### config.mk
export PLATFORM = sky130hd
export DESIGN_NAME = bmg_sqrt_cell
export DESIGN_NICKNAME = d
export VERILOG_FILES = /design/src/rtl/bmg_sqrt_cell.sv
export SDC_FILE = /design/constraint.sdc
export NUM_CORES = 1
export LEC_CHECK = 0
export ABC_AREA = 1
export BUFFER_PORTS_ARGS = -buffer_cell sky130_fd_sc_hd__buf_2
export CORE_AREA = 2 2 110 112
export CTS_BUF_LIST = sky130_fd_sc_hd__clkbuf_2 sky130_fd_sc_hd__clkbuf_4 sky130_fd_sc_hd__clkbuf_8
export DETAILED_ROUTE_END_ITERATION = 8
export DIE_AREA = 0 0 112 114
export PLACE_DENSITY = 0.79
export SETUP_SLACK_MARGIN = 0.3
export SYNTH_ARGS = -nofsm -noshare
export SYNTH_HDL_FRONTEND = slang
export SYNTH_SLANG_ARGS = --single-unit
### constraint.sdc
create_clock -name clk -period 1.8 [get_ports clk]
set_input_delay 0.18 -clock clk [delete_from_list [all_inputs] [get_ports clk]]
set_output_delay 0.18 -clock clk [all_outputs]
set_load 0.1 [all_outputs]
### src/rtl/bmg_sqrt_cell.sv
`timescale 1ns / 1ps
// ----------------------------------------------------------------------------
// bmg_sqrt_cell
// One result bit of a digit-by-digit integer square root.
// ----------------------------------------------------------------------------
module bmg_sqrt_cell #(
  parameter int WW  = 47,
  parameter int RW  = 24,
  parameter int BIT = 0
) (
  input  logic          clk,
  input  logic          en,
  input  logic [WW-1:0] rem_in,
  input  logic [RW-1:0] q_in,
  output logic [WW-1:0] rem_out,
  output logic [RW-1:0] q_out
);

  logic [WW+1:0] trial;
  logic          ge;
  logic [WW-1:0] rem_next;
  logic [RW-1:0] q_next;

  always_comb begin
    trial = ((WW+2)'(q_in) << (BIT + 1)) + ((WW+2)'(1) << (2 * BIT));
    ge = {2'b00, rem_in} >= trial;
    rem_next = ge ? (rem_in - trial[WW-1:0]) : rem_in;
    q_next = q_in;
    q_next[BIT] = ge;
  end

  always_ff @(posedge clk) begin
    if (en) begin
      rem_out <= rem_next;
      q_out   <= q_next;
    end
  end

endmodule

# Yosys cells after proc, flatten, opt, wreduce, memory -nomap -nowiden
# Cells that the tools add are included.
# W data, S select, Z words.
[word_totals]
reg_bits = 71
word_cells = 6
[classes]
n_addsub = 2
n_mux = 1
n_lt_le_gt_ge = 1
[ops]
columns = ["op", "n"]
rows = [
  ["$ge A47 B26 Y1", 1],
  ["$mux W47", 1],
  ["$sub A47 B26 Y47", 1],
  ["$add A25 B1 Y26 const B", 1],
]

# Depth between registers and ports, before layout
[depth]
depth_word = 3
ltp_mapped = 17
ltp_nobuf = 15

# Least setup slack after synthesis
# No wires, ideal clock.
[synth_timing]
path_type = "input to register"
start = "in q_in[20]"
end = "reg rem_out[15], data pin"
cell_stages = 15
t_required_ns = 1.539
setup_slack_ns = -0.106
arrival_time_ns = 1.645
setup_time_ns = 0.261
cell_sequence = "inv_1 -> ha_1 -> nand2_1 -> nor2_2 -> nand2_2 -> nor2_2 -> nand2_1 -> nor2_2 -> nor2_2 -> nand3_4 -> inv_2 -> buf_6 -> buf_6 -> nand2_1 -> o21ai_1"
[synth_between]
elab_chain_cells = 3
[synth_rtl]
columns = ["item", "line_no", "rtl"]
rows = [
  ["from (decl)", "14", "input logic [RW-1:0] q_in,"],
  ["$add A25 B1 Y26", "25", "trial = ((WW+2)'(q_in) << (BIT + 1)) + ((WW+2)'(1) << (2 * BIT));"],
  ["$ge A47 B26 Y1", "26", "ge = {2'b00, rem_in} >= trial;"],
  ["$mux W47", "27", "rem_next = ge ? (rem_in - trial[WW-1:0]) : rem_in;"],
  ["via rem_next[15]", "21", "logic [WW-1:0] rem_next;"],
  ["to (signal assigned)", "34", "rem_out <= rem_next;"],
  ["to (decl)", "15", "output logic [WW-1:0] rem_out,"],
]
# The timed path passes the listed nets, and every way through them passes these cells.
# A chain may end at the register's enable or synchronous reset.

# Worst setup path after layout
[layout_timing]
start = "in q_in[22]"
end = "reg rem_out[14], data pin"
# The elaborated chain is that of the path after synthesis.

==> out/metrics.yaml <==
worst_setup_path:
  cp-end-kind: "flop"
  crit_family: "simple AND/OR/NAND/NOR gates"
  crit_slowest_cell: "ha_4"
  path_buf_inv: 6
  cp_cell_sequence: "buf_2, inv_2, ha_4, nand2_2, inv_2, nand2_2, inv_2, nand2_1, nor2_2, nand2_4, nand3_4, inv_8, buf_12, nand2_1, o21ai_0"
  worst-setup-path-type: "primary input to flop"
  crit_path_max_fanout: 13
  critPathLaunchType: "primary input"
  critPathRequiredTime_ns: 1.92
  arrival_ns: 1.84
  crit_top_cell: "inv_2"
  cpPeakStageDelay_ns: 0.31
drt:
  vias: 6760
  wl_um: 21400
  vias_per_cell: 5.17
  drc: 0
  wire_per_inst_um: 16.4
  drt-initial-drc-count: 536
  first_pass_iters: 5
  ant_nets: 0
timing:
  report.final.slew_viol_count: 0
  finalHoldViolations: 0
  slew_headroom_pct: 65.8
  period_minus_slack_ns: 1.72
  worst_pin_slew_ns: 0.516
  clock.fmax_mhz: 583
  rsz0062_at_grt: "true"
  finalCritPeriodShare_pct: 95.3
  setup_tns_ns: 0
  fin_ws_ns: 0.0844
  setup_viol: 0
global_route:
  met3_usage_pct: 6.16
  grt_max_degree: 72
  antenna_found_initial: 0
  grt_usage_pct: 32.1
  busiest_layer: "met2"
  grt_remaining_overflow: 0
  grt_pass1_wl_um: 31900
  grtUsageMet1_pct: 38.4
  use_met2_pct: 55.1
  first_global_vias: 6578
clock_network:
  cts-buffers-inserted: 9
  cts_tree: "done"
  h-tree-depth: 3
  cts_num_sinks: 71
  path_clk_slew_ns: 0.07
  cts_root_buf: "clkbuf_8"
  clockBufferDepth: 2
floorplanning:
  dieHeight_um: 114
  rows: 40
  core-area_mm2: 0.0117
  die-area_mm2: 0.0128
  io_pins: 144
  start_util_pct: 49.3
  die_w_um: 112
logic_synthesis:
  synth.area.top_cells: "edfxtp_1 37%, nand2_1 19%, inv_1 11%"
  yosys_warnings: 0
  synth_nets: 947
  yosysUniqueCellTypes: 28
  syn_avg_cell_area_um2: 6.81
  ys_seq_area_share_pct: 36.9
  ys_ff_latch: 71
  yosysTopAreaCellShare_pct: 36.9
  syn_area_mm2: 0.00578
  synthCells: 848
  synth_top_area_cell: "edfxtp_1"
min_path:
  min_path_cells: 1
  min-delay-start: "q_in[5]"
  min_to: "q_out[5]"
  hp-class: "primary input to flop"
place:
  dp_hpwl_um: 15100
  dp_cells: 1228
  portBuffers: 143
  place_ws_ns: -0.357
  gp_congestion: 0.936
finish:
  n_fill_cell: 775
  drive_gt1_share_pct: 45.5
  num-nets-final: 1255
  diodes: 0
  final_util_pct: 79.7
  stdcell_count: 1307
  areaGrowthSynthToFinish_pct: 61.6
flow_run:
  max-cap-violations: 0
pwr:
  p_leak_uw: 0.00444
  p_per_area_mw_per_mm2: 726
  irDropWorstVdd_mv: 0.618
outcome:
  outcome: "completed"
-- logic make-up after synthesis --
family,share of synthesized area (%)
buffers and inverters,12.4
and+or+nand+nor,35.1
AOI/OAI and AO/OA,6.56
adders and majority gates,5.76
xor gates and xnor gates,3.33
DFF,36.9
-- stage by stage --
step                      hold WS [ns]  instance area, um2  total power, uW
after detailed placement         0.374                7900             5080
after global placement           0.374                7900             5040
after CTS                      0.00652                8960             6620
final                          0.00456                9340             6780
after global routing           0.00528                9340             7010
after floorplan                  0.279                6300             4290
-- cell type report --
class	instances	area (um2)	area share [%]
clock inverter	1	30.0	0.322
tap	147	184	1.97
timing repair buffer	304	2290	24.5
sequential	71	2130	22.8
inverter	175	707	7.57
multi-input combinational	595	3840	41.1
clock buffer	14	161	1.73
-- cells in the mapped netlist (all sizes together) --
cell type	n
a21oi	33
and2	1
buf	6
clkbuf	1
clkinv	1
edfxtp	71
fa	1
ha	25
inv	174
nand2	305
nand3	56
nand3b	5
nand4	14
nor2	94
nor3	11
nor4	1
o21ai	27
xnor2	15
xor2	7
-- worst max path at each step --
stage               slack (ns)          end        from  cells after the start
floorplan                 0.02  rem_out[16]    q_in[21]                     15
CTS                       0.22   rem_out[0]  rem_in[16]                     13
finish                    0.08  rem_out[14]    q_in[22]                     15
detailed placement       -0.36  rem_out[41]    q_in[19]                     11
global placement         -0.32  rem_out[41]    q_in[19]                     11
global route            -0.006  rem_out[10]    q_in[22]                     15
-- where the power goes --
group          internal [uW]  total [uW]  switching, uW  leakage, uW
Combinational            970        3350           2380      0.00364
Sequential              2040        2090           45.6     0.000695
Clock                    712        1340            632     0.000102
Total                   3720        6780           3060      0.00444
-- sequential cells by signal, indices dropped and copies added, names as in the netlist --
register,flops
rem_out,47
q_out,24
-- layout by cell type, fill, tap and decap left out, types with 7 or more instances in the layout --
| master | synthesis | final |
|---|---|---|
| edfxtp_1 | 71 | 71 |
| dlygate4sd3_1 | 0 | 20 |
| ha_4 | 0 | 25 |
| a21oi_1 | 17 | 8 |
| buf_2 | 2 | 119 |
| o21ai_2 | 5 | 7 |
| nand4_1 | 14 | 14 |
| o21ai_0 | 17 | 15 |
| nand3_2 | 1 | 7 |
| nor3_1 | 11 | 8 |
| nor2_1 | 85 | 65 |
| clkbuf_8 | 0 | 9 |
| buf_4 | 0 | 130 |
| nor2_4 | 0 | 15 |
| nand2_1 | 299 | 220 |
| nand3_1 | 54 | 47 |
| inv_1 | 170 | 132 |
| nor2_2 | 9 | 14 |
| nand2_4 | 0 | 24 |
| inv_2 | 4 | 33 |
| buf_6 | 4 | 23 |
| nand2_2 | 6 | 61 |
| xnor2_1 | 15 | 15 |
| a21oi_2 | 16 | 21 |
-- layer usage --
layer	vias up	share of wire (%)
met5	-	0
met3	84	7.6
met2	319	49
met1	3087	39
met4	0	4.6
li1	3270	-
-- repair_timing --
action / 4_1_cts / 5_1_grt
hold buffers: 19 / 1
endpoints found under the hold margin: 19 / 1
resized for setup: 118 / 82
endpoints found under the setup margin: 46 / 48
gates cloned: 4 / 0
pin swaps: 31 / 50
buffers inserted: 26 / 14
Note: power is estimated with default switching activity, not from simulation.
