### config.mk
export PLATFORM = sky130hd
export DESIGN_NAME = bmg_log_cell
export DESIGN_NICKNAME = d
export VERILOG_FILES = /design/src/rtl/bmg_pkg.sv /design/src/rtl/bmg_log_cell.sv
export SDC_FILE = /design/constraint.sdc
export NUM_CORES = 2
export LEC_CHECK = 0
export BUFFER_PORTS_ARGS = -buffer_cell sky130_fd_sc_hd__buf_2
export CORE_ASPECT_RATIO = 0.9
export CORE_MARGIN = 2
export CORE_UTILIZATION = 55
export CTS_CLUSTER_SIZE = 8
export DETAILED_ROUTE_END_ITERATION = 8
export GPL_ROUTABILITY_DRIVEN = 0
export PLACE_DENSITY = 0.78
export SKIP_CTS_REPAIR_TIMING = 1
export SLEW_MARGIN = 20
export SYNTH_ARGS = -nofsm -noshare
export SYNTH_HDL_FRONTEND = slang
export SYNTH_SLANG_ARGS = --single-unit
### constraint.sdc
create_clock -name clk -period 13.47 [get_ports clk]
set_input_delay 3.3675 -clock clk [delete_from_list [all_inputs] [get_ports clk]]
set_output_delay 3.3675 -clock clk [all_outputs]
set_load 0.02 [all_outputs]
### src/rtl/bmg_pkg.sv
`timescale 1ns / 1ps
// ----------------------------------------------------------------------------
// bmg_pkg
// Shared types and constants of the Box-Muller Gaussian pair pipeline.
// ----------------------------------------------------------------------------
package bmg_pkg;

  localparam int LOG_FRAC     = 26;
  localparam int CORDIC_STEPS = 30;
  localparam int CW           = 34;
  localparam int ZW           = 32;
  localparam int TQ_W         = 23;
  localparam int SCALE_W      = 16;
  localparam int OUT_W        = 24;
  localparam int ROUND_SHIFT  = 39;

  localparam logic [31:0] LN2_Q32 = 32'hB17217F8;
  localparam logic [SCALE_W-1:0] SCALE_RESET = 16'd4096;
  localparam logic [OUT_W-2:0] OUT_MAX = 23'h7FFFFF;

  typedef logic signed [CW-1:0] cordic_t;
  typedef logic signed [ZW-1:0] angle_t;

  localparam cordic_t CORDIC_K = 34'sd652032874;
  localparam angle_t  QUARTER_HALF = 32'sh2000_0000;

  localparam angle_t TURN_ATAN [CORDIC_STEPS] = '{
    32'sd536870912, 32'sd316933406, 32'sd167458907, 32'sd85004756,
    32'sd42667331, 32'sd21354465, 32'sd10679838, 32'sd5340245,
    32'sd2670163, 32'sd1335087, 32'sd667544, 32'sd333772, 32'sd166886,
    32'sd83443, 32'sd41722, 32'sd20861, 32'sd10430, 32'sd5215, 32'sd2608,
    32'sd1304, 32'sd652, 32'sd326, 32'sd163, 32'sd81, 32'sd41, 32'sd20,
    32'sd10, 32'sd5, 32'sd3, 32'sd1
  };

  typedef struct packed {
    cordic_t c;
    cordic_t s;
  } trig_t;

endpackage

### src/rtl/bmg_log_cell.sv
`timescale 1ns / 1ps
// ----------------------------------------------------------------------------
// bmg_log_cell
// One fraction bit of log2 by squaring the normalized mantissa.
// ----------------------------------------------------------------------------
module bmg_log_cell import bmg_pkg::*; #(
  parameter int EW = 6
) (
  input  logic                clk,
  input  logic                en,
  input  logic [30:0]         f_in,
  input  logic [LOG_FRAC-1:0] frac_in,
  input  logic [EW-1:0]       e_in,
  output logic [30:0]         f_out,
  output logic [LOG_FRAC-1:0] frac_out,
  output logic [EW-1:0]       e_out
);

  logic [61:0]         sq;
  logic [31:0]         f2;
  logic [30:0]         f_next;
  logic [LOG_FRAC-1:0] frac_next;

  always_comb begin
    sq = f_in * f_in;
    f2 = sq[61:30];
    // square reached 2 or more: bit is one, renormalize
    f_next = f2[31] ? f2[31:1] : f2[30:0];
    frac_next = {frac_in[LOG_FRAC-2:0], f2[31]};
  end

  always_ff @(posedge clk) begin
    if (en) begin
      f_out    <= f_next;
      frac_out <= frac_next;
      e_out    <= e_in;
    end
  end

endmodule

-- Yosys cells after proc, flatten, opt, wreduce, memory -nomap -nowiden
Index checks and enable logic that the tools add are counted.
- memories kept: 0
- output and inout port bits: 63
- bits of input ports: 65
- bits in latches: 0
- memory bits (writable): 0
- word-level logic and storage cells: 6
- memory bits (read-only): 0
- register bits: 63
- equality and inequality tests: 0
- shifts and indexed selects: 0
- add/subtract/negate cells: 0
- order comparisons: 0
- bitwise logic cells: 0
- mux-type cells: 1
- div/mod/pow operators: 0
- multipliers: 1
- reductions and logical operators: 0
- operators by type and width (kind ; number):
    31-bit by 31-bit multiplier with 62-bit output ; 1
    30-bit 2-to-1 mux ; 1

-- Depth between registers and ports, before layout
- word-level depth: 2
- depth in mapped cells: 30
- gate-level depth less buffers: 27

-- Worst setup path before layout
No wires, ideal clock.
- path kind: input to register
- start point: in f_in[25]
- end point: reg f_out[24] (data pin)
- setup slack: 2.944 ns
- buffers on the path: 2
- cell stages on the path: 27
- required time: 13.210 ns
- arrival time: 10.266 ns
- setup time: 0.260 ns
- path through: clkbuf_1 clkbuf_1 nand2_1 fa_1 fa_1 inv_1 fa_1 inv_1 fa_1 inv_1 fa_1 fa_1 fa_1 inv_1 fa_1 inv_1 ha_1 a21oi_1 o21ai_2 o21bai_1 a21oi_1 o21ai_1 a2111oi_4 o31ai_2 a41oi_1 xnor2_1 mux2_2
- cells in the longest elaborated chain, start to end: 2
- RTL lines (element ; line ; RTL):
    from (decl) ; bmg_log_cell.sv:11 ; input logic [30:0] f_in,
    31-bit by 31-bit multiplier with 62-bit output ; bmg_log_cell.sv:25 ; sq = f_in * f_in;
    30-bit 2-to-1 mux ; bmg_log_cell.sv:28 ; f_next = f2[31] ? f2[31:1] : f2[30:0];
    named net f_next[24] ; bmg_log_cell.sv:21 ; logic [30:0] f_next;
    to (signal assigned) ; bmg_log_cell.sv:34 ; f_out <= f_next;
    to (decl) ; bmg_log_cell.sv:14 ; output logic [30:0] f_out,
The timed path passes the listed nets, and every way through them passes these cells.
A chain may end at the register's enable or synchronous reset.

-- Worst setup path in the final report
- start point: in f_in[8]
- end point: reg f_out[0] (data pin)
Same word-level chain as after synthesis.

==> impl_metrics.ini <==
[sta]
fin_setup_tns_ps = 0
post-route-period-util_pct = 87.1
max_slew_margin_pct = 36.8
rsz0062_at_grt = false
finalSetupViolCount = 0
tightest_slew_ps = 948
fin_crit_ps = 11730
finalMaxSlewViolations = 0
max_freq_ghz = 0.0852
hold_violations = 0

[critical_path]
crit_path_cell_trace = buf_2 > inv_1 > nor2_1 > fa_1 > fa_1 > inv_1 > fa_1 > fa_1 > fa_1 > inv_1 > fa_1 > fa_1 > fa_1 > ha_1 > a21oi_1 > o21ai_0 > a21oi_1 > nand3_1 > o21ai_2 > nor2_2 > nor2_4 > xnor2_4 > buf_4 > mux2_2
cpPeakStageDelay_ps = 650
arrival_ps = 11800
worstPathMaxFanout = 32
path_class = input pin to register
slowest_stage = buf_2
critPathRequiredTime_ps = 13540
cp_common_cell = fa_1
startpoint_type = input pin
setup.worst_path.end_class = register

[clock_tree]
clock_sinks = 63
path_clk_slew_ps = 50
cts_buffers = 9
cts_tree = built
htreeDepth = 3
cts.path.max_buffers = 2
cts-root-buf = clkbuf_16

[flow_run]
maxCapViolations = 0

[logic_synthesis]
ys_seq_elements = 63
synth.distinct_cells = 65
ys_seq_area_share_pct = 6.41
synth_compound_area_share_pct = 4.57
synth_top_family_by_area = adder cells
avgSynthCellArea_um2 = 9.77
synth_fa_ha_area_share_pct = 62.1
syn-cell-area_mm2 = 0.0295
synth_edf_count = 63
synth_warnings = 0
synth_nets = 4100
synth-main-ff-cell = edfxtp_1
synth-xor-area-share_pct = 1.87
synthSimpleGateAreaFrac_pct = 10.3
syn_inst = 3019
synthArstFlopShare_pct = 0
synthMuxAreaShare_pct = 1.53

[global_route]
grt-ovfl-total = 0
grt_util_all_layers_pct = 25.6
grt_antenna_before_repair = 0
grt_max_degree = 64
grt_pass1_vias = 21657
grt_pass1_wl_mm = 111

[die]
coreArea_mm2 = 0.0531
ioPinCount = 128
rows = 80
die_x_um = 248
start_util_pct = 55.6
die_y_um = 224
die-area_mm2 = 0.0555

[final_layout]
final_util_pct = 58.2
layout_commonest_cell = inv_1
fin_nets = 4129
post_route_cells_drive_above_1_share_pct = 6.81
areaGrowthSynthToFinish_pct = 4.63
final_cell_mix = inv_1, fa_1, nand2_1, ha_1, and2_1
diodes = 0

[route]
via_count = 19880
remaining_drc_errors = 0
dr.pass1.iters = 8
ant_nets = 0
avgRoutedWirePerCell_um = 17.7
viasPerCell = 5.30
drt_iter0_markers = 1177
wirelength_mm = 66.5

[outcome]
status = finished, final reports clean

[min_path]
min_path_type = input pin to register

[placement]
hpwl_mm = 54.1
portBuffers = 126
-- worst max-delay path, delay by kind of cell --
kind,cells,cell delay (ps)
fa+ha+maj,9,4430
buf+inv,5,1800
compound gates,4,980
simple gates,4,700
mux,1,400
xor+xnor,1,120
-- cell type report --
| type | count | area (µm²) |
|---|---|---|
| clock inverter | 7 | 87.6 |
| fill | 4521 | 22200 |
| inverter | 912 | 3420 |
| timing repair buffer | 130 | 661 |
| sequential | 63 | 1890 |
| tap | 697 | 872 |
| clock buffer | 9 | 225 |
| multi-input combinational | 1932 | 23700 |
-- cells by family (layout without fill, tap and decap cells) --
group                    Yosys count  in the layout
XOR/XNOR                          61             61
adder cells (fa/ha/maj)         1016           1016
multiplexers                      33             33
AO/OA/AOI/OAI                    203            203
AND/OR/NAND/NOR                  619            619
flip-flops                        63             63
buffers and inverters           1024           1058
-- path summary, 6_finish.rpt --
kind	startpoint	to	slack (ps)	depth (start not counted)
worst min-delay path	e_in[0]	e_out[0]$_DFFE_PP_	3220	1
worst max-delay path	f_in[8]	f_out[0]$_DFFE_PP_	1740	24
-- metal layers --
layer	share of wire (%)	vias up	GRT usage [%]	wire, µm
met4	2.9	0	6.76	1900
met5	0	-	0	0
met2	50	753	43.1	33100
li1	-	8877	-	-
met1	39	10132	34.2	26100
met3	8.1	118	4.72	5380
-- registers in the layout (all words and copies together), names as in the netlist --
| signal | count |
|---|---|
| f_out | 31 |
| frac_out | 26 |
| e_out | 6 |
-- metrics by stage --
stage	instance area, µm²	cells	hold WS, ps	worst slack (ps)
after CTS	30900	3750	3210	1810
after global placement	30500	3734	3540	1540
final	30900	3750	3220	1740
after detailed placement	30500	3734	3550	1530
after floorplan	29500	3019	3470	2940
after global routing	30900	3750	3210	1390
-- synthesized netlist by cell type (3+ instances only) --
master / count / area share, %
a21o_1: 26 / 0.66
a21oi_1: 66 / 1.1
a21oi_2: 3 / 0.089
a31o_2: 4 / 0.12
a31oi_1: 13 / 0.28
a41oi_1: 4 / 0.12
and2_1: 192 / 4.1
and3_1: 8 / 0.17
and4_1: 4 / 0.12
buf_2: 6 / 0.10
buf_6: 7 / 0.27
clkbuf_1: 98 / 1.2
edfxtp_1: 63 / 6.4
fa_1: 747 / 51
ha_1: 269 / 11
inv_1: 911 / 12
mux2_2: 4 / 0.15
mux2_4: 23 / 1.2
mux2i_1: 6 / 0.20
nand2_1: 292 / 3.7
nand2b_1: 6 / 0.13
nand3_1: 13 / 0.22
nand4_1: 15 / 0.32
nor2_1: 54 / 0.69
nor2b_1: 11 / 0.23
nor3_1: 7 / 0.12
o21a_1: 3 / 0.076
o21ai_0: 44 / 0.75
o21ai_1: 4 / 0.068
o21ai_2: 6 / 0.18
o21bai_1: 3 / 0.076
or2_2: 4 / 0.085
xnor2_1: 32 / 0.95
xor2_1: 28 / 0.83
Power is not shown: default switching activity piles up to over one toggle a cycle in this logic, so the estimate is an artifact.
