===== src/rtl/bmg_pkg.sv =====
`timescale 1ns / 1ps
// ----------------------------------------------------------------------------
// bmg_pkg
// Shared types and constants of the Box-Muller Gaussian pair pipeline.
// ----------------------------------------------------------------------------
package bmg_pkg;

  localparam int LOG_FRAC     = 26;
  localparam int CORDIC_STEPS = 30;
  localparam int CW           = 34;
  localparam int ZW           = 32;
  localparam int TQ_W         = 23;
  localparam int SCALE_W      = 16;
  localparam int OUT_W        = 24;
  localparam int ROUND_SHIFT  = 39;

  localparam logic [31:0] LN2_Q32 = 32'hB17217F8;
  localparam logic [SCALE_W-1:0] SCALE_RESET = 16'd4096;
  localparam logic [OUT_W-2:0] OUT_MAX = 23'h7FFFFF;

  typedef logic signed [CW-1:0] cordic_t;
  typedef logic signed [ZW-1:0] angle_t;

  localparam cordic_t CORDIC_K = 34'sd652032874;
  localparam angle_t  QUARTER_HALF = 32'sh2000_0000;

  localparam angle_t TURN_ATAN [CORDIC_STEPS] = '{
    32'sd536870912, 32'sd316933406, 32'sd167458907, 32'sd85004756,
    32'sd42667331, 32'sd21354465, 32'sd10679838, 32'sd5340245,
    32'sd2670163, 32'sd1335087, 32'sd667544, 32'sd333772, 32'sd166886,
    32'sd83443, 32'sd41722, 32'sd20861, 32'sd10430, 32'sd5215, 32'sd2608,
    32'sd1304, 32'sd652, 32'sd326, 32'sd163, 32'sd81, 32'sd41, 32'sd20,
    32'sd10, 32'sd5, 32'sd3, 32'sd1
  };

  typedef struct packed {
    cordic_t c;
    cordic_t s;
  } trig_t;

endpackage


===== src/rtl/bmg_cordic_cell.sv =====
`timescale 1ns / 1ps
// ----------------------------------------------------------------------------
// bmg_cordic_cell
// One CORDIC rotation step with a fixed shift and angle.
// ----------------------------------------------------------------------------
module bmg_cordic_cell import bmg_pkg::*; #(
  parameter int SHIFT = 0
) (
  input  logic       clk,
  input  logic       en,
  input  cordic_t    x_in,
  input  cordic_t    y_in,
  input  angle_t     z_in,
  input  logic [1:0] q_in,
  output cordic_t    x_out,
  output cordic_t    y_out,
  output angle_t     z_out,
  output logic [1:0] q_out
);

  cordic_t xs;
  cordic_t ys;
  cordic_t x_next;
  cordic_t y_next;
  angle_t  z_next;

  always_comb begin
    xs = x_in >>> SHIFT;
    ys = y_in >>> SHIFT;
    if (!z_in[ZW-1]) begin
      x_next = x_in - ys;
      y_next = y_in + xs;
      z_next = z_in - TURN_ATAN[SHIFT];
    end else begin
      x_next = x_in + ys;
      y_next = y_in - xs;
      z_next = z_in + TURN_ATAN[SHIFT];
    end
  end

  always_ff @(posedge clk) begin
    if (en) begin
      x_out <= x_next;
      y_out <= y_next;
      z_out <= z_next;
      q_out <= q_in;
    end
  end

endmodule


===== config.mk =====
export PLATFORM = sky130hd
export DESIGN_NAME = bmg_cordic_cell
export DESIGN_NICKNAME = d
export VERILOG_FILES = /design/src/rtl/bmg_pkg.sv /design/src/rtl/bmg_cordic_cell.sv
export SDC_FILE = /design/constraint.sdc
export NUM_CORES = 1
export LEC_CHECK = 0
export BUFFER_PORTS_ARGS = -buffer_cell sky130_fd_sc_hd__buf_4
export CAP_MARGIN = 40
export CORE_ASPECT_RATIO = 1.1
export CORE_MARGIN = 4
export CORE_UTILIZATION = 60
export CTS_CLUSTER_SIZE = 8
export DETAILED_ROUTE_END_ITERATION = 7
export HOLD_SLACK_MARGIN = 0.12
export MAX_ROUTING_LAYER = met4
export PLACE_DENSITY = 0.95
export SLEW_MARGIN = 40
export SYNTH_ARGS = -nofsm -noshare
export SYNTH_HDL_FRONTEND = slang
export SYNTH_SLANG_ARGS = --single-unit

===== constraint.sdc =====
create_clock -name clk -period 8.98 [get_ports clk]
set_input_delay 1.796 -clock clk [delete_from_list [all_inputs] [get_ports clk]]
set_output_delay 1.796 -clock clk [all_outputs]
set_load 0.03 [all_outputs]

After elaboration in Yosys (flattened, before gate mapping). Index checks and enable logic that the tools add are counted.

Reductions and logical operators: 0. Equality and inequality tests: 0. Mux-type cells: 3. Shift-type cells: 0. Bitwise gates (word level): 0. Divide/modulo/power cells: 0. Magnitude comparators: 0. Add/subtract/negate cells: 5. $mul: 0.

Operator list (number): $mux 34 (2); $sub 34x34->34 (2); $add 34x34->34 (1); $add 32x31->32 const B (1); $mux 32 (1); $sub 32x31->32 const B (1).

Latch bits: 0. Bits in registers: 102. ROM bits: 0. Output and inout port bits: 102. Bits of input ports: 104. Memories: 0. Memory bits (writable): 0. Logic and storage cells: 12.

Logic depth before layout (Yosys ltp).
Word-level depth: 2. Gate-level depth with buffers: 13. Depth with buffers taken out: 12.

Worst setup path after synthesis. Ideal clock, no wire load.

Kind: input-to-reg. From: input port x_in[6]. To: register x_out[31], data pin. Data arrival time: 4032 ps. Cell stages on the path: 11. Buffers on the path: 1. Slack: 4683 ps. Setup time: 266 ps. Data required time: 8714 ps. Cell sequence: inv_1 -> ha_1 -> buf_6 -> or4_4 -> a21oi_4 -> o21ai_2 -> a2111o_1 -> a21oi_2 -> a41oi_1 -> o211ai_2 -> xnor2_1.

Longest elaborated chain between the ends: 2. Elaborated cells between the ends (all ways): 3. Those cells by class: add/sub (2); mux (1).

Ends and longest elaborated chain: from (decl) (RTL line bmg_cordic_cell.sv:11) `input cordic_t x_in,`; $sub 34x34->34 or $add 34x34->34 (tied branches) (RTL line bmg_cordic_cell.sv:31, bmg_cordic_cell.sv:35); $mux 34 * (RTL line bmg_cordic_cell.sv:30) `if (!z_in[ZW-1]) begin`; via x_next[31] (RTL line bmg_cordic_cell.sv:23) `cordic_t x_next;`; to (signal assigned) (RTL line bmg_cordic_cell.sv:43) `x_out <= x_next;`; to (decl) (RTL line bmg_cordic_cell.sv:15) `output cordic_t x_out,`.

Mark *: on every way through the listed nets, which the timed path passes. The rest lies on a longest branch. A chain may end at the register's enable or synchronous reset.

Final worst setup path.
From: input port x_in[0]. To: register y_out[32], data pin.

Longest elaborated chain between the ends: 2. Elaborated cells between the ends (all ways): 3. Those cells by class: add/sub (2); mux (1).

Ends and longest elaborated chain: $add 34x34->34 or $sub 34x34->34 (tied branches) (RTL line bmg_cordic_cell.sv:32, bmg_cordic_cell.sv:36); $mux 34 * (RTL line bmg_cordic_cell.sv:30); via y_next[32] (RTL line bmg_cordic_cell.sv:24) `cordic_t y_next;`; to (signal assigned) (RTL line bmg_cordic_cell.sv:44) `y_out <= y_next;`; to (decl) (RTL line bmg_cordic_cell.sv:16) `output cordic_t y_out,`.

Marked as above.

==> implementation parameters <==
Parameter                              Value

Outcome
  Status ... finished, final reports clean

Routing
  Drt initial violations ... 952
  Number of optimization iterations in the first detailed-route pass ... 6
  WL per Instance ... 20.9 um
  Final WL ... 28.7 mm
  Vias/cell ... roughly 6.3
  Remaining antenna violation count ... 0
  Detailed-route DRC error count ... 0
  Vias after detailed routing ... 8641

Logic synthesis
  Flip-flop cell with the highest count after synthesis ... sky130_fd_sc_hd__edfxtp_1
  Share of synthesized area occupied by flip-flops and latches ... 33.8%
  Xor and xnor fraction of the mapped netlist area ... 6.25%
  Total standard cell area after synthesis ... 8970 um^2
  Distinct cells, synth ... 78
  Number of enable-type register cells in the synthesized netlist ... 101
  Yosys reg bits ... between 100 and 150
  Share of flip-flops with an asynchronous set or reset after synthesis ... 0%
  Combinational family with the most area after synthesis ... compound AO/OA/AOI/OAI gates
  Mapped Nets ... 1216
  Post-synth top area share ... 33.8%
  Synthesized-area fraction occupied by adder cells ... 14.8%
  Area contributors post-synth ... sky130_fd_sc_hd__edfxtp_1 34%, sky130_fd_sc_hd__ha_1 14%, sky130_fd_sc_hd__a21oi_1 6.3%
  Synth Area in Compound Gates ... 23.8%
  Area fraction in and, or, nand and nor cells after synthesis ... 12.8%
  Share of synthesized area spent on multiplexers ... 1.90%
  Number of warnings printed during yosys synthesis ... 0
  Post-synthesis cell count ... slightly above 1000
  Mean instance size in the synthesized netlist ... 8.89 um^2
  Library cell occupying the most area in the post-synthesis netlist ... sky130_fd_sc_hd__edfxtp_1

Worst setup path
  Critical path data required time ... 9.09 ns
  Biggest cell delay along the critical path ... roughly 0.62 ns
  Data arrival time of the critical path ... 4.97 ns
  CP cell instances ... buf_4 > ha_1 > fa_1 > nor2b_1 > o21ai_0 > nor4bb_1 > or3_1 > nand2_1 > a311oi_1 > o21ai_1 > o22ai_1 > xnor2_1
  Cell with the biggest individual delay on the critical path ... sky130_fd_sc_hd__a311oi_1
  Number of buffers and inverters on the critical path ... 1
  Startpoint kind of the worst setup timing path ... primary input
  Max FO, Critical Path ... 3
  Kind of cell with the highest combined delay on the critical path ... compound AO/OA/AOI/OAI gates
  Critical path type ... in -> reg
  Critical path capture point type ... flop

Place
  Count of input and output buffers ... a little over 200
  Cell Area, Placed ... ~11000 um^2
  Total instance count after detailed placement ... 1361
  Placed wire-length estimate ... about 22 mm
  Final weighted congestion in routability-driven placement ... 1.06

CTS
  Clock slew at reported path FFs ... 0.08 ns
  Setup bufs post-CTS ... 0
  TritonCTS clock tree ... done
  Root Buffer Master ... sky130_fd_sc_hd__clkbuf_16
  Post-cts hold buffer count ... 0
  Clock sink count ... a little over 100
  Number of H-tree levels ... 3
  Number of buffers added by the clock tree synthesis step ... 9
  Maximum buffer depth of the clock tree ... 2
  Post-CTS sizing ... 0

Floorplan
  Die Footprint ... about 17000 um^2
  Rows ... 46
  Die Span Y ... 136 um
  Top-Level Pins ... 206
  Overall die width ... 125 um
  Initial cell density of the core ... around three fifths
  Area inside the core boundary ... 14600 um^2

Hold path
  Depth of the worst hold-timing path ... 1
  Start point of the worst min-delay path ... z_in[22]
  Endpoint of the worst hold-timing path ... z_out[22]
  Min-delay worst type ... in -> reg

Global routing
  Largest net degree at the start of global routing ... 84
  Total grt overflow ... 0
  Number of antenna violations at the first check in global routing ... 0
  Total track usage ... 33.4%
  Wire length of the first global-routing pass ... 43.7 mm
  Via count of the first global-routing pass ... roughly 8000

STA
  Time the worst path needs with I/O delays and setup ... approximately 5 ns
  Max Fclk ... between 0.2 and 0.25 GHz
  Slew at the pin closest to its max-slew limit ... approximately 0.77 ns
  Setup total negative slack ... 0 ns
  Tcrit/Tclk final ... 54.1%
  Final-report hold violation count ... 0
  RSZ-0062 raised after global routing ... false
  Max-slew violation total from the final report ... 0
  Number of setup violations in the final report ... 0
  Max-slew headroom at the worst pin ... 48.3%

Pwr
  Total power of the final layout ... approximately 1.8 mW
  Leakage ... 4.81 nW
  Power density of the placed cells ... between 150 and 200 nW/um^2
  Peak supply drop ... 0.000108 V

Job
  Number of maximum-capacitance constraint violations ... 0

Final layout
  Area overhead of the layout relative to synthesis ... 21.1%
  Leading cell type in the layout, fill and taps excluded ... sky130_fd_sc_hd__buf_4
  Final core occ ... 74.6%
  Ant diodes ... 0
  Number of nets at the end of the flow ... 1388
  Fraction of layout cells with a size suffix above 1 ... roughly a fifth
  Top library cells by usage in the layout, fill and taps aside ... 206 x sky130_fd_sc_hd__buf_4, 113 x sky130_fd_sc_hd__a21oi_1, 101 x sky130_fd_sc_hd__edfxtp_1, 100 x sky130_fd_sc_hd__inv_1, 100 x sky130_fd_sc_hd__ha_1
  Layout Cell Area excl Fill ... 10900 um^2
  Non-filler cells, final ... 1377
==> through the flow <==
stage / hold WS [ns] / setup slack, ns
after floorplan: 1.89 / 4.68
after global placement: 1.97 / 4.03
after detailed placement: 1.98 / 3.97
after CTS: 1.61 / 4.30
after global routing: 1.60 / 3.93
final: 1.61 / 4.12
==> registers in the layout (all words and copies together), names as in the netlist <==
signal / flops
y_out: 33
z_out: 32
x_out: 34
q_out: 2
==> routing by layer <==
layer | GRT usage (%) | share of wire (%)
met4 | 11.8 | 3.2
met2 | 54.1 | 48
met3 | 4.17 | 9.0
met5 | - | 0
met1 | 43.6 | 40
==> synthesized netlist by cell type (17+ instances only) <==
| master | instances |
|---|---|
| sky130_fd_sc_hd__o21bai_1 | 27 |
| sky130_fd_sc_hd__edfxtp_1 | 101 |
| sky130_fd_sc_hd__o21ai_0 | 56 |
| sky130_fd_sc_hd__nor3_1 | 21 |
| sky130_fd_sc_hd__ha_1 | 100 |
| sky130_fd_sc_hd__nor2_1 | 81 |
| sky130_fd_sc_hd__clkbuf_1 | 22 |
| sky130_fd_sc_hd__inv_1 | 100 |
| sky130_fd_sc_hd__nand2_1 | 52 |
| sky130_fd_sc_hd__a21oi_1 | 113 |
| sky130_fd_sc_hd__mux2i_1 | 17 |
| sky130_fd_sc_hd__xnor2_1 | 59 |
| sky130_fd_sc_hd__nand3_1 | 18 |
==> how the worst max path moves through the flow <==
stage | from | end | cells past startpoint
after detailed placement | x_in[0] | y_out[32] | 12
final | x_in[0] | y_out[32] | 12
after global routing | x_in[0] | y_out[32] | 12
after global placement | x_in[0] | y_out[32] | 12
after floorplan | x_in[6] | x_out[31] | 11
after CTS | x_in[0] | y_out[32] | 12
==> power by group <==
group | total [mW] | switching (mW) | internal (mW)
Combinational | 0.748 | 0.476 | 0.272
Sequential | 0.633 | 0.0246 | 0.608
Clock | 0.394 | 0.199 | 0.195
==> cell type report <==
type | count | area (um^2)
flip-flops and latches | 101 | 3030
clock buffers | 9 | 225
well taps | 192 | 240
inverters | 106 | 398
repair buffers | 207 | 1560
fillers | 1094 | 3700
clock inverters | 7 | 66.3
multi-input cells | 755 | 5340
==> cells by family (layout without fill, tap and decap cells) <==
kind of cell / after synthesis / after routing
DFF: 101 / 101
xor gates and xnor gates: 64 / 64
and+or+nand+nor: 239 / 239
adders and majority gates: 104 / 104
AOI/OAI and AO/OA: 331 / 331
buffers and inverters: 152 / 329
muxes: 17 / 17
(Power assumes the default switching activity.)
